==> src/sv/msh_pkg.sv <==
// Package with the turn encoding, command codes and the turn collapse table.
`timescale 1ns / 1ps

package msh_pkg;

  typedef logic [1:0] turn_t;
  typedef logic [1:0] cmd_t;

  // Turn symbols.
  localparam turn_t TURN_LEFT     = 2'd0;
  localparam turn_t TURN_STRAIGHT = 2'd1;
  localparam turn_t TURN_RIGHT    = 2'd2;
  localparam turn_t TURN_BACK     = 2'd3;

  // Command codes.
  localparam cmd_t CMD_PUSH  = 2'd0;
  localparam cmd_t CMD_READ  = 2'd1;
  localparam cmd_t CMD_CLEAR = 2'd2;

  // Outcome of one check of the top three entries.
  typedef struct packed {
    logic  hit;
    turn_t turn;
  } collapse_t;

  // Single turn that replaces the sequence x, back, y (x and y not back).
  function automatic turn_t collapse_turn(input turn_t x, input turn_t y);
    turn_t res;
    case ({x, y})
      {TURN_LEFT,     TURN_LEFT}:     res = TURN_STRAIGHT;
      {TURN_LEFT,     TURN_STRAIGHT}: res = TURN_RIGHT;
      {TURN_LEFT,     TURN_RIGHT}:    res = TURN_BACK;
      {TURN_STRAIGHT, TURN_LEFT}:     res = TURN_RIGHT;
      {TURN_STRAIGHT, TURN_STRAIGHT}: res = TURN_BACK;
      {TURN_STRAIGHT, TURN_RIGHT}:    res = TURN_LEFT;
      {TURN_RIGHT,    TURN_LEFT}:     res = TURN_BACK;
      {TURN_RIGHT,    TURN_STRAIGHT}: res = TURN_LEFT;
      {TURN_RIGHT,    TURN_RIGHT}:    res = TURN_STRAIGHT;
      default:                        res = TURN_LEFT;
    endcase
    return res;
  endfunction

endpackage

==> src/sv/msh_stack_ram.sv <==
// Turn stack memory: one write port and two registered read ports.
`timescale 1ns / 1ps

module msh_stack_ram
  import msh_pkg::*;
#(
  parameter int DEPTH = 256,
  parameter int AW    = 8
) (
  input  logic          clk,
  input  logic          wr_en,
  input  logic [AW-1:0] wr_addr,
  input  turn_t         wr_data,
  input  logic          rd_en,
  input  logic [AW-1:0] rd_addr_a,
  input  logic [AW-1:0] rd_addr_b,
  output turn_t         rd_data_a,
  output turn_t         rd_data_b
);

  turn_t mem [DEPTH];

  // Write and registered reads; the sequencer never reads the address it writes.
  always_ff @(posedge clk) begin
    if (wr_en) begin
      mem[wr_addr] <= wr_data;
    end
    if (rd_en) begin
      rd_data_a <= mem[rd_addr_a];
      rd_data_b <= mem[rd_addr_b];
    end
  end

endmodule

==> src/sv/msh_collapse_unit.sv <==
// Shared check unit: matches x, back, y on the stack top and gives the collapsed turn.
`timescale 1ns / 1ps

module msh_collapse_unit
  import msh_pkg::*;
(
  input  turn_t     x,
  input  turn_t     b,
  input  turn_t     y,
  output collapse_t result
);

  // A collapse needs a back turn in the middle and none on either side.
  always_comb begin
    result.hit  = (b == TURN_BACK) && (x != TURN_BACK) && (y != TURN_BACK);
    result.turn = collapse_turn(x, y);
  end

endmodule

==> src/sv/maze_path_shortener.sv <==
// Maze path shortener: turn stack with online dead-end elimination.
// A push gives its result directly when the stack then holds fewer than three entries, else it
// reads the two entries below the new top and checks again after each collapse that leaves
// three or more entries; an in-range read passes the read state; others answer directly.
// One item at a time: input stalls while an item is in work or its result is not taken.
// Reset clears depth, raw count and control; stack memory contents are not cleared.
`timescale 1ns / 1ps

module maze_path_shortener
  import msh_pkg::*;
#(
  parameter int MAX_TURNS = 256
) (
  input  logic       clk,
  input  logic       rst,
  input  logic       in_valid,
  output logic       in_stall,
  input  logic [1:0] command,
  input  logic [1:0] turn,
  input  logic [7:0] entry_index,
  output logic       out_valid,
  input  logic       out_stall,
  output logic [1:0] read_turn,
  output logic [8:0] path_depth,
  output logic       dropped,
  output logic       index_valid
);

  localparam int AW = $clog2(MAX_TURNS);
  localparam int DW = $clog2(MAX_TURNS + 1);
  localparam int CW = (DW > 8) ? DW : 8;
  localparam int PW = (DW > 9) ? DW : 9;

  localparam logic [1:0] S_IDLE  = 2'd0;
  localparam logic [1:0] S_READ  = 2'd1;
  localparam logic [1:0] S_CHECK = 2'd2;

  logic [1:0]    state, state_next;
  logic [DW-1:0] depth, depth_next;
  logic [DW-1:0] raw_count, raw_count_next;
  turn_t         cur, cur_next;
  logic          out_valid_next;
  turn_t         read_turn_next;
  logic          dropped_next;
  logic          index_valid_next;

  logic          wr_en;
  logic [AW-1:0] wr_addr;
  turn_t         wr_data;
  logic          rd_en;
  logic [AW-1:0] rd_addr_a;
  logic [AW-1:0] rd_addr_b;
  turn_t         rd_data_a;
  turn_t         rd_data_b;
  collapse_t     chk;

  logic          accept;
  logic          out_take;
  logic [DW-1:0] depth_m1, depth_m2, depth_m3, depth_m4, depth_m5;
  logic [CW-1:0] idx_ext;
  logic [CW-1:0] depth_cw;
  logic [PW-1:0] depth_pw;

  msh_stack_ram #(
    .DEPTH (MAX_TURNS),
    .AW    (AW)
  ) u_ram (
    .clk       (clk),
    .wr_en     (wr_en),
    .wr_addr   (wr_addr),
    .wr_data   (wr_data),
    .rd_en     (rd_en),
    .rd_addr_a (rd_addr_a),
    .rd_addr_b (rd_addr_b),
    .rd_data_a (rd_data_a),
    .rd_data_b (rd_data_b)
  );

  msh_collapse_unit u_collapse (
    .x      (rd_data_a),
    .b      (rd_data_b),
    .y      (cur),
    .result (chk)
  );

  // Handshake and address arithmetic.
  assign in_stall = (state != S_IDLE) || out_valid;
  assign accept   = in_valid && !in_stall;
  assign out_take = out_valid && !out_stall;
  assign depth_m1 = depth - DW'(1);
  assign depth_m2 = depth - DW'(2);
  assign depth_m3 = depth - DW'(3);
  assign depth_m4 = depth - DW'(4);
  assign depth_m5 = depth - DW'(5);
  assign idx_ext  = CW'(entry_index);
  assign depth_cw = CW'(depth);
  assign depth_pw = PW'(depth);

  // Depth only changes while no result is pending, so it is reported straight from the register.
  assign path_depth = depth_pw[8:0];

  // Sequencer: decodes a beat, then reads or walks the collapse cascade.
  always_comb begin
    state_next       = state;
    depth_next       = depth;
    raw_count_next   = raw_count;
    cur_next         = cur;
    out_valid_next   = out_valid && !out_take;
    read_turn_next   = read_turn;
    dropped_next     = dropped;
    index_valid_next = index_valid;
    wr_en            = 1'b0;
    wr_addr          = depth[AW-1:0];
    wr_data          = turn;
    rd_en            = 1'b0;
    rd_addr_a        = depth_m2[AW-1:0];
    rd_addr_b        = depth_m2[AW-1:0];

    case (state)
      S_IDLE: begin
        if (accept) begin
          read_turn_next   = TURN_LEFT;
          dropped_next     = 1'b0;
          index_valid_next = 1'b0;
          case (command)
            CMD_PUSH: begin
              if (raw_count >= DW'(MAX_TURNS) || depth >= DW'(MAX_TURNS)) begin
                dropped_next   = 1'b1;
                out_valid_next = 1'b1;
              end else begin
                wr_en          = 1'b1;
                depth_next     = depth + DW'(1);
                raw_count_next = raw_count + DW'(1);
                cur_next       = turn;
                if (depth >= DW'(2)) begin
                  // Fetch the two entries below the new top.
                  rd_en      = 1'b1;
                  rd_addr_a  = depth_m2[AW-1:0];
                  rd_addr_b  = depth_m1[AW-1:0];
                  state_next = S_CHECK;
                end else begin
                  out_valid_next = 1'b1;
                end
              end
            end
            CMD_READ: begin
              if (idx_ext < depth_cw) begin
                rd_en      = 1'b1;
                rd_addr_a  = idx_ext[AW-1:0];
                state_next = S_READ;
              end else begin
                out_valid_next = 1'b1;
              end
            end
            CMD_CLEAR: begin
              depth_next     = '0;
              raw_count_next = '0;
              out_valid_next = 1'b1;
            end
            default: begin
              out_valid_next = 1'b1;
            end
          endcase
        end
      end

      S_READ: begin
        read_turn_next   = rd_data_a;
        index_valid_next = 1'b1;
        out_valid_next   = 1'b1;
        state_next       = S_IDLE;
      end

      S_CHECK: begin
        if (chk.hit) begin
          // Replace x, back, y by one turn and look one level further down.
          wr_en      = 1'b1;
          wr_addr    = depth_m3[AW-1:0];
          wr_data    = chk.turn;
          depth_next = depth_m2;
          cur_next   = chk.turn;
          if (depth >= DW'(5)) begin
            rd_en     = 1'b1;
            rd_addr_a = depth_m5[AW-1:0];
            rd_addr_b = depth_m4[AW-1:0];
          end else begin
            out_valid_next = 1'b1;
            state_next     = S_IDLE;
          end
        end else begin
          out_valid_next = 1'b1;
          state_next     = S_IDLE;
        end
      end

      default: begin
        state_next = S_IDLE;
      end
    endcase
  end

  // Control state and result registers.
  always_ff @(posedge clk) begin
    if (rst) begin
      state     <= S_IDLE;
      depth     <= '0;
      raw_count <= '0;
      out_valid <= 1'b0;
    end else begin
      state     <= state_next;
      depth     <= depth_next;
      raw_count <= raw_count_next;
      out_valid <= out_valid_next;
    end
    cur         <= cur_next;
    read_turn   <= read_turn_next;
    dropped     <= dropped_next;
    index_valid <= index_valid_next;
  end

endmodule
==> config.mk <==
export PLATFORM = sky130hd
export DESIGN_NAME = maze_path_shortener
export DESIGN_NICKNAME = d
export VERILOG_FILES = /design/src/sv/msh_pkg.sv /design/src/sv/msh_stack_ram.sv /design/src/sv/msh_collapse_unit.sv /design/src/sv/maze_path_shortener.sv
export SDC_FILE = /design/constraint.sdc
export NUM_CORES = 1
export LEC_CHECK = 0
export ABC_AREA = 0
export ABC_CLOCK_PERIOD_IN_PS = 12950
export BUFFER_PORTS_ARGS = -buffer_cell sky130_fd_sc_hd__buf_2
export CELL_PAD_IN_SITES_DETAIL_PLACEMENT = 0
export CELL_PAD_IN_SITES_GLOBAL_PLACEMENT = 1
export CORE_ASPECT_RATIO = 1.75
export CORE_MARGIN = 3
export CORE_UTILIZATION = 35
export CTS_BUF_LIST = sky130_fd_sc_hd__clkbuf_4 sky130_fd_sc_hd__clkbuf_8
export CTS_CLUSTER_DIAMETER = 120
export DETAILED_ROUTE_END_ITERATION = 10
export PLACE_DENSITY_LB_ADDON = 0.25
export SLEW_MARGIN = 20
export SYNTH_ARGS = -nofsm -noshare
export SYNTH_HDL_FRONTEND = slang
export SYNTH_SLANG_ARGS = --single-unit
==> constraint.sdc <==
create_clock -name clk -period 12.95 [get_ports clk]
set_input_delay 2.59 -clock clk [delete_from_list [all_inputs] [get_ports clk]]
set_output_delay 2.59 -clock clk [all_outputs]
set_load 0.05 [all_outputs]
# [Word-level counts from Yosys, hierarchy flattened]
# Memory sizes are Yosys's and may differ from the RTL's. A register that Yosys moved wholly into a read port is not among the register bits.
# Cells that the tools add are included.
[word_totals] reg_bits=27 ramBits=512 rom_bits=32 in_bits=16 output_inout_bits=15 wordCells=127 n_memories=2
[memory_table] name="u_ram.mem" depth=256 word_bits=2 rd=2 rd_ports_with_merged_regs=2 write_ports=1 line="msh_stack_ram.sv:21" rtl="turn_t mem [DEPTH];"
[memory_table] name="(name not given)" depth=16 word_bits=2 rd=1 rd_ports_with_merged_regs=0 write_ports=0 line="msh_pkg.sv:29" rtl="case ({x, y})"
[op_classes] addsub=7 order_cmp=5 n_eq_ne=18 n_mux=65 reduce_logical=22
[op_table] op="8-bit 2-to-1 mux" n=13
[op_table] op="9-bit case mux with 2 select lines" n=3
[op_table] op="9-bit 2-to-1 mux" n=4
[op_table] op="8-bit case mux with 2 select lines" n=2
[op_table] op="2-bit 2-to-1 mux" n=13
[op_table] op="1-bit 2-to-1 mux" n=20
[op_table] op="9-bit by 1-bit adder with 9-bit output, second input constant" n=2
[op_table] op="9-bit >= comparator, second input constant" n=2
[op_table] op="2-bit case mux with 2 select lines" n=4
[op_table] op="8-bit by 3-bit subtractor with 8-bit output, second input constant" n=2
[op_table] op="2-bit != test, second input constant" n=6
[op_table] op="3-bit != test, second input constant" n=4
[op_table] op="1-bit case mux with 2 select lines" n=5
[op_table] op="5-bit AND reduction" n=2
[op_table] op="9-bit by 2-bit >= comparator with 1-bit output, second input constant" n=1
[op_table] op="9-bit by 3-bit >= comparator with 1-bit output, second input constant" n=1
[op_table] op="8-bit by 9-bit less-than comparator with 1-bit output" n=1
[op_table] op="9-bit by 2-bit subtractor with 9-bit output, second input constant" n=1
[op_table] op="2-bit nonzero test" n=4
[op_table] op="8-bit by 1-bit subtractor with 8-bit output, second input constant" n=1
[op_table] op="8-bit by 2-bit subtractor with 8-bit output, second input constant" n=1
[op_table] op="2-bit == test, second input constant" n=3
[op_table] op="3-bit by 1-bit != test with 1-bit output, second input constant" n=2
[op_table] op="6-bit AND reduction" n=1
[op_table] op="other kinds (9)" n=19

# [Longest topological paths before layout]
# Gate-level depths: netlist of the first run.
[logic_depth] ltp_word=9 depth_mapped=21 ltp_nobuf=15

# [Modules after synthesis]
# Synthesis of the first run repeated with hierarchy kept, for this count alone.
[hier_totals] cells_unflattened=2036 hier_area_um2=28631.2
[by_module_without_submodules] mod="msh_stack_ram" n_inst=1 cells_per_inst=1655 area_per_inst_um2=25782.2 seq_area_each_um2=15494.9
[by_module_without_submodules] mod="maze_path_shortener" n_inst=1 cells_per_inst=366 area_per_inst_um2=2733.9 seq_area_each_um2=600.6
[by_module_without_submodules] mod="msh_collapse_unit" n_inst=1 cells_per_inst=15 area_per_inst_um2=115.1 seq_area_each_um2=0.0

# [Worst setup path before layout of the first run]
# Ideal clock, no wire load.
[synth_path] path_type="flip-flop to flip-flop" startpoint="reg cur[0]" endpoint="mem u_ram.mem[0][1] (netlist name) (data pin)" setup_time_ns=2.187 arrival_time_ns=11.190 t_required_ns=10.763 path_slack_ns=-0.427 stages_incl_launch_ff=6 n_path_buf=1 synth_period_minus_slack_ns=13.377 path_cell_list="edfxtp_1 ha_1 and3b_1 nand3_1 clkbuf_1 o21ai_0"
[synth_via] elab_chain_len=4 elab_cells_between_ends=5 cone_classes="eq/ne (1); mux (2); reduce/logical (1); memory (1)"
[synth_rtl] element="start, declared" line="maze_path_shortener.sv:41" rtl="turn_t cur, cur_next;"
[synth_rtl] element="start signal, assigned" line="maze_path_shortener.sv:215" rtl="cur <= cur_next;"
[synth_rtl] element="parallel branches: the longest is 2 deep, another holds memory read 16 x 2 bit"
[synth_rtl] element="2-bit 2-to-1 mux *" line="maze_path_shortener.sv:175" rtl="if (chk.hit) begin"
[synth_rtl] element="2-bit 2-to-1 mux *" line="maze_path_shortener.sv:119" rtl="case (state)"
[synth_rtl] element="named net u_ram.wr_data[1]" line="msh_stack_ram.sv:13" rtl="input turn_t wr_data,"
[synth_rtl] element="end, declared" line="msh_stack_ram.sv:21"
# Mark *: on every way through the listed nets, which the timed path passes.

# [Final worst setup path of the first run]
[layout_path] startpoint="in entry_index[6]" endpoint="reg u_ram.rd_data_a[1], read port of u_ram.mem (data pin)"
[layout_via] elab_chain_len=5 elab_cells_between_ends=9 cone_classes="order compare (1); mux (8)"
[layout_rtl] element="start, declared" line="maze_path_shortener.sv:20" rtl="input logic [7:0] entry_index,"
[layout_rtl] element="8-bit by 9-bit less-than comparator with 1-bit output" line="maze_path_shortener.sv:147" rtl="if (idx_ext < depth_cw) begin"
[layout_rtl] element="1-bit 2-to-1 mux / 8-bit 2-to-1 mux (equally long branches)" line="maze_path_shortener.sv:147"
[layout_rtl] element="1-bit case mux with 2 select lines / 8-bit 2-to-1 mux (equally long branches)"
[layout_rtl] element="1-bit 2-to-1 mux / 8-bit 2-to-1 mux (equally long branches)" line="maze_path_shortener.sv:121" rtl="if (accept) begin"
[layout_rtl] element="1-bit case mux with 2 select lines / 8-bit case mux with 2 select lines (equally long branches)" line="maze_path_shortener.sv:119"
[layout_rtl] element="end, declared" line="msh_stack_ram.sv:17" rtl="output turn_t rd_data_a,"
# Several ways; a longest one is shown, not always the timed one.
# A chain may end at the register's enable or synchronous reset.

==> reports/metrics.yaml, run 1 <==
status: "completed"
rows: 140
cts_tree: "built"
period_minus_slack_ns: 7.88
hold_class: "reg2reg"
drive_above_1_share_pct: 14.6
r2r_slack_ns: 5.32
synth.avg_cell_area_um2: 11.4
cts_resized: 0
rsz0062_at_grt: "false"
dr_wl_met2_um: 60100
ctsHoldBuffers: 0
fill_cells: 8082
power.density_nw_per_um2: 117
synth_edf_count: 522
fmax_mhz: 127
worst-endpoint-required_ns: 13.44
synth-seq-area-share_pct: 54.4
synthSimpleGateAreaFrac_pct: 15.7
ys_async_sr_fraction_pct: 0
ant_nets: 0
antenna_found_initial: 1
finalSetupViolCount: 0
synth_top_area_share_pct: 53.0
cts.sinks: 543
synth_top_family_by_area: "simple AND/OR/NAND/NOR gates"
irDropWorstVdd_v: 0.0000585
crit_arrival_ns: 8.37
topRoutingLayerUsed: "met4"
drt_iter0_markers: 2522
start_util_pct: 35.4
pre_cts_slack_ns: 4.41
wirelength_met1_um: 40800
clock_path_buffers: 3
drv_cap: 0
synth_ff_type: "edfxtp_1"
syn2layout_area_growth_pct: 9.90
worst_clock_skew_ns: 0.0424
synth.area.mux_share_pct: 12.6
met3WireLength_um: 8850
first_global_vias: 23600
pin_count: 31
setup_tns_ns: 0
cts_buffers: 80
wl_um: 121000
hold_viol_final: 0
dieHeight_um: 391
cp-end-kind: "flop"
maxSlewHeadroom_pct: 17.7
dp_hpwl_um: 80000
htreeDepth: 3
worst_slack_ns: 5.07
syn_nets: 2644
finalCritPeriodShare_pct: 60.8
tightest_slew_ns: 1.23
p_leak_nw: 11.2
synth_top_area_cell: "edfxtp_1"
vias_per_cell: 6.31
place_congestion: 0.902
synth.distinct_cells: 98
synth.area.top_cells: "edfxtp_1, mux4_2, nand2_1"
port_buffers: 30
finalMaxSlewViolations: 0
synth_fa_ha_area_share_pct: 0.973
synth_xor_area_share_pct: 0.803
synth-compound-area-share_pct: 11.9
drt_pass1_iterations: 6
syn_area_um2: 29600
gr-total-overflow: 0
grt_max_degree: 116
cts_setup_buffers: 0
grt_usage_pct: 27.3
synth_warnings: 0
path_clk_slew_ns: 0.07
start_kind: "input pin"
yosys-top-cells-count: "edfxtp_1, nand2_1, nor2_1, nand3_1, a21oi_1"
syn_inst: 2605
critical_path_class: "in2reg"
insertion_delay_ns: 0.76
cts_root_buffer: "clkbuf_8"
ys_seq_elements: 543
grt_pass1_wl_um: 171000
num_vias: 23500
worst-path-max-fanout: 49
p_total_mw: 3.79
core-area_um2: 83600
die_area_um2: 88200
yosysMostFrequentCell: "edfxtp_1"
die_w_um: 226
nets: 2624
post_drt_wl_per_cell_um: 32.6
post-route-drc-count: 0
-- through the flow --
step                      area (µm²)  cells  util (%)  hold WS, ns
final                          32500   3718      38.9        0.497
after global routing           32500   3717      38.9        0.559
after CTS                      32500   3715      38.9        0.496
after floorplan                29600   2605         -        0.458
after detailed placement       30800   3567      36.9        0.484
after global placement         30800   3566      36.9        0.467
-- cell usage in the layout (no fill, tap or decap), drive strengths merged, types with 11 or more instances in the layout --
cell	count
and3	50
mux2	13
dfxtp	21
a31oi	28
inv	24
xnor2	19
a211oi	50
o31ai	15
mux2i	99
mux4	111
a22oi	39
o211ai	16
nor2b	14
nor2	343
clkinv	41
a22o	11
a21oi	129
nor4	17
o22ai	19
nand2	399
o31a	11
a221oi	16
edfxtp	522
clkbuf	100
nand4	22
buf	91
nand3	135
nor3	32
o21ai	65
and2	13
ha	23
-- final timing paths --
check            startpoint                 end  cells past startpoint
max reg2reg   path_depth[1]  u_ram.rd_data_a[1]                     15
min            raw_count[7]        raw_count[7]                      2
min reg2reg    raw_count[7]        raw_count[7]                      2
max          entry_index[6]  u_ram.rd_data_a[1]                     15
-- worst max-delay path: stages --
cell	delay [ns]
buf_2	0.12
ha_1	0.31
a211oi_1	0.22
o311a_1	0.23
o211ai_1	0.28
o21ai_1	0.83
nand3_4	0.71
buf_4	0.56
nand2_1	0.77
a21oi_1	0.08
nor3_1	0.56
a21boi_0	0.58
o31ai_1	0.16
nor2_1	0.20
a221oi_2	0.09
-- final cells by class --
| class | count | area [µm²] | area share, % |
|---|---|---|---|
| diodes | 2 | 5.00 | 0.0154 |
| multi-input cells | 1843 | 12700 | 39.0 |
| well taps | 1065 | 1330 | 4.10 |
| clock buffers | 99 | 1300 | 4.00 |
| inverters | 25 | 93.8 | 0.289 |
| flip-flops and latches | 543 | 16100 | 49.5 |
| repair buffers | 92 | 644 | 1.98 |
| clock inverters | 49 | 372 | 1.14 |
-- logic make-up after synthesis --
kind of cell,count (synthesis)
AOI/OAI and AO/OA,509
xor gates and xnor gates,25
adders and majority gates,23
buffers and inverters,219
DFF,543
muxes,223
and+or+nand+nor,1063
-- layer usage --
| layer | track usage (%) | vias up |
|---|---|---|
| li1 | - | 9945 |
| met2 | 46.8 | 1299 |
| met5 | 0 | - |
| met3 | 5.20 | 434 |
| met4 | 21.7 | 0 |
| met1 | 29.1 | 11800 |
-- power by group --
part           switching, mW  internal (mW)
clock network          0.724          0.768
logic                  0.253          0.114
registers            0.00195           1.93
total                  0.978           2.81
-- registers in the layout, indices dropped and copies added (netlist names) --
name             count
u_ram.rd_data_a      2
dropped              1
out_valid            1
cur                  2
index_valid          1
u_ram.rd_data_b      2
u_ram.mem          512
state                2
path_depth           9
raw_count            9
read_turn            2
Note: power is estimated with default switching activity, not from simulation.
==> run 2: changes to the inputs <==
Settings changed: ABC_CLOCK_PERIOD_IN_PS 12950 to 7500.
Clock period 12.95 ns to 7.5 ns, I/O delays scaled along.
==> run 2 against run 1 <==
Global-route usage is 0.98 points higher. Critical endpoint is now u_ram.rd_data_a[0]. Clock skew grew 0.0063 ns. Highest routed layer unchanged. Routed wire length increased by 3.9%. Largest cell class unchanged.
==> reports/metrics.yaml, run 2 (synthesis gave the netlist of run 1 again) <==
pin_count: 31  # unchanged
worst_clock_skew_ns: 0.0487  # +0.00632 ns
syn2layout_area_growth_pct: 11.4
fin_util_pct: 39.5  # +0.55 points
crit_arrival_ns: 7.12  # -1.25 ns
fill_cells: 7990  # -1.1%
irDropWorstVdd_v: 0.000104  # +77%
cts_setup_buffers: 0  # unchanged
dr_wl_met2_um: 61400  # +2.3%
drt_iter0_markers: 2520  # -0.079%
dp_hpwl_um: 86000  # +7.5%
met3WireLength_um: 9580  # +8.2%
period_minus_slack_ns: 6.57
final_cells: 3759  # +1.1%
wl_um: 126000  # +3.9%
largest-register: "u_ram.mem"
antenna_found_initial: 3  # +2
path_clk_slew_ns: 0.07  # about the same
cts_resized: 0  # unchanged
grt_max_degree: 257  # +120%
status: "completed"
critical_path_class: "reg2reg"
cp-end-kind: "flop"
p_leak_nw: 11.5  # +2.3%
die_area_um2: 88200  # unchanged
insertion_delay_ns: 0.78  # +0.02 ns
regArea_um2: 16100  # unchanged
ctsHoldBuffers: 0  # unchanged
drv_cap: 0  # unchanged
finalMaxSlewViolations: 0  # unchanged
finalCritPeriodShare_pct: 87.5
drt_pass1_iterations: 8  # +2
dp_cells: 3603  # +1.0%
fmax_mhz: 152
grt_pass1_wl_um: 176000  # +2.9%
cts_tree: "built"
topRoutingLayerUsed: "met4"
num_vias: 24100  # +2.8%
worst-path-max-fanout: 38  # -22%
hold_viol_final: 0  # unchanged
drive_above_1_share_pct: 15.6  # +0.98 points
hold_class: "reg2reg"
port_buffers: 30  # unchanged
maxSlewHeadroom_pct: 19.0  # +1.3 points
post-route-drc-count: 0  # unchanged
vias_per_cell: 6.42  # +1.7%
grt_usage_pct: 28.3  # +0.98 points
largest_reg_flops: 512  # unchanged
first_global_vias: 24100  # +2.1%
multi_input_area_um2: 12600  # -0.32%
wirelength_met1_um: 40700  # -0.16%
core-area_um2: 83600  # unchanged
cts.sinks: 543  # unchanged
nets: 2661  # +1.4%
place_congestion: 0.998  # +11%
tightest_slew_ns: 1.21  # -0.0217 ns
rows: 140  # unchanged
ant_nets: 0  # unchanged
power.density_nw_per_um2: 200  # +72%
die_w_um: 226  # unchanged
worst-endpoint-required_ns: 8.06  # -5.38 ns
rsz0062_at_grt: "false"
htreeDepth: 3  # unchanged
layout_commonest_cell: "edfxtp_1"
cts_root_buffer: "clkbuf_8"
setup_tns_ns: 0  # unchanged
dieHeight_um: 391  # unchanged
start_kind: "flop"
pre_cts_slack_ns: 0.980  # -3.43 ns
cts_buffers: 81  # +1.3%
start_util_pct: 35.4  # unchanged
worst_slack_ns: 0.934  # -4.14 ns
clock_path_buffers: 3  # unchanged
gr-total-overflow: 0  # unchanged
layout_common_cells: "edfxtp_1, nand2_1, nor2_1"
post_drt_wl_per_cell_um: 33.5  # +2.7%
finalSetupViolCount: 0  # unchanged
## run 2: cell type report
cell class	instances	share of cell area, %
sequential	543	48.8
timing repair buffer	128	3.40
antenna	4	0.0304
inverter	25	0.285
clock buffer	100	3.81
multi-input combinational	1843	38.3
tap	1065	4.04
clock inverter	51	1.30
## run 2: through the flow
| step | hold slack (ns) | power, mW | cell area [µm²] |
|---|---|---|---|
| 2_1_floorplan | 0.458 | 3.81 | 29600 |
| 3_3_place_gp | 0.467 | 4.06 | 31200 |
| 3_5_place_dp | 0.484 | 4.06 | 31200 |
| 4_1_cts | 0.492 | 6.63 | 32900 |
| 5_1_grt | 0.505 | 6.80 | 33000 |
| 6_report | 0.486 | 6.60 | 33000 |
## run 2: worst paths after layout
path,start,end,slack [ns],depth (start not counted)
hold / removal,raw_count[7],raw_count[7],0.49,2
hold reg to reg,raw_count[7],raw_count[7],0.49,2
setup / recovery,path_depth[1],u_ram.rd_data_a[0],0.93,15
setup reg to reg,path_depth[1],u_ram.rd_data_a[0],0.93,15
## run 2: layer usage
layer	GRT usage, %	up-vias
li1	-	10000
met1	28.6	12100
met2	47.9	1432
met3	6.14	534
met4	26.2	0
met5	0	-
## run 2: worst max-delay path: stages, from the launching register on
cell and delay [ns]:
dfxtp_1 0.66, clkinv_1 0.18, ha_1 0.28, a2111oi_4 0.53
and4_1 0.62, nor3_1 0.20, a31o_2 0.47, nor2_4 0.60
buf_12 0.31, buf_4 0.34, mux2i_1 0.31, o221a_2 0.28
nand2_1 0.06, o31ai_1 0.92, o31ai_1 0.19, a221oi_1 0.28
## run 2: where the power goes
| group | switching [mW] | internal, mW |
|---|---|---|
| sequential | 0.00512 | 3.33 |
| clock | 1.28 | 1.31 |
| combinational | 0.459 | 0.219 |
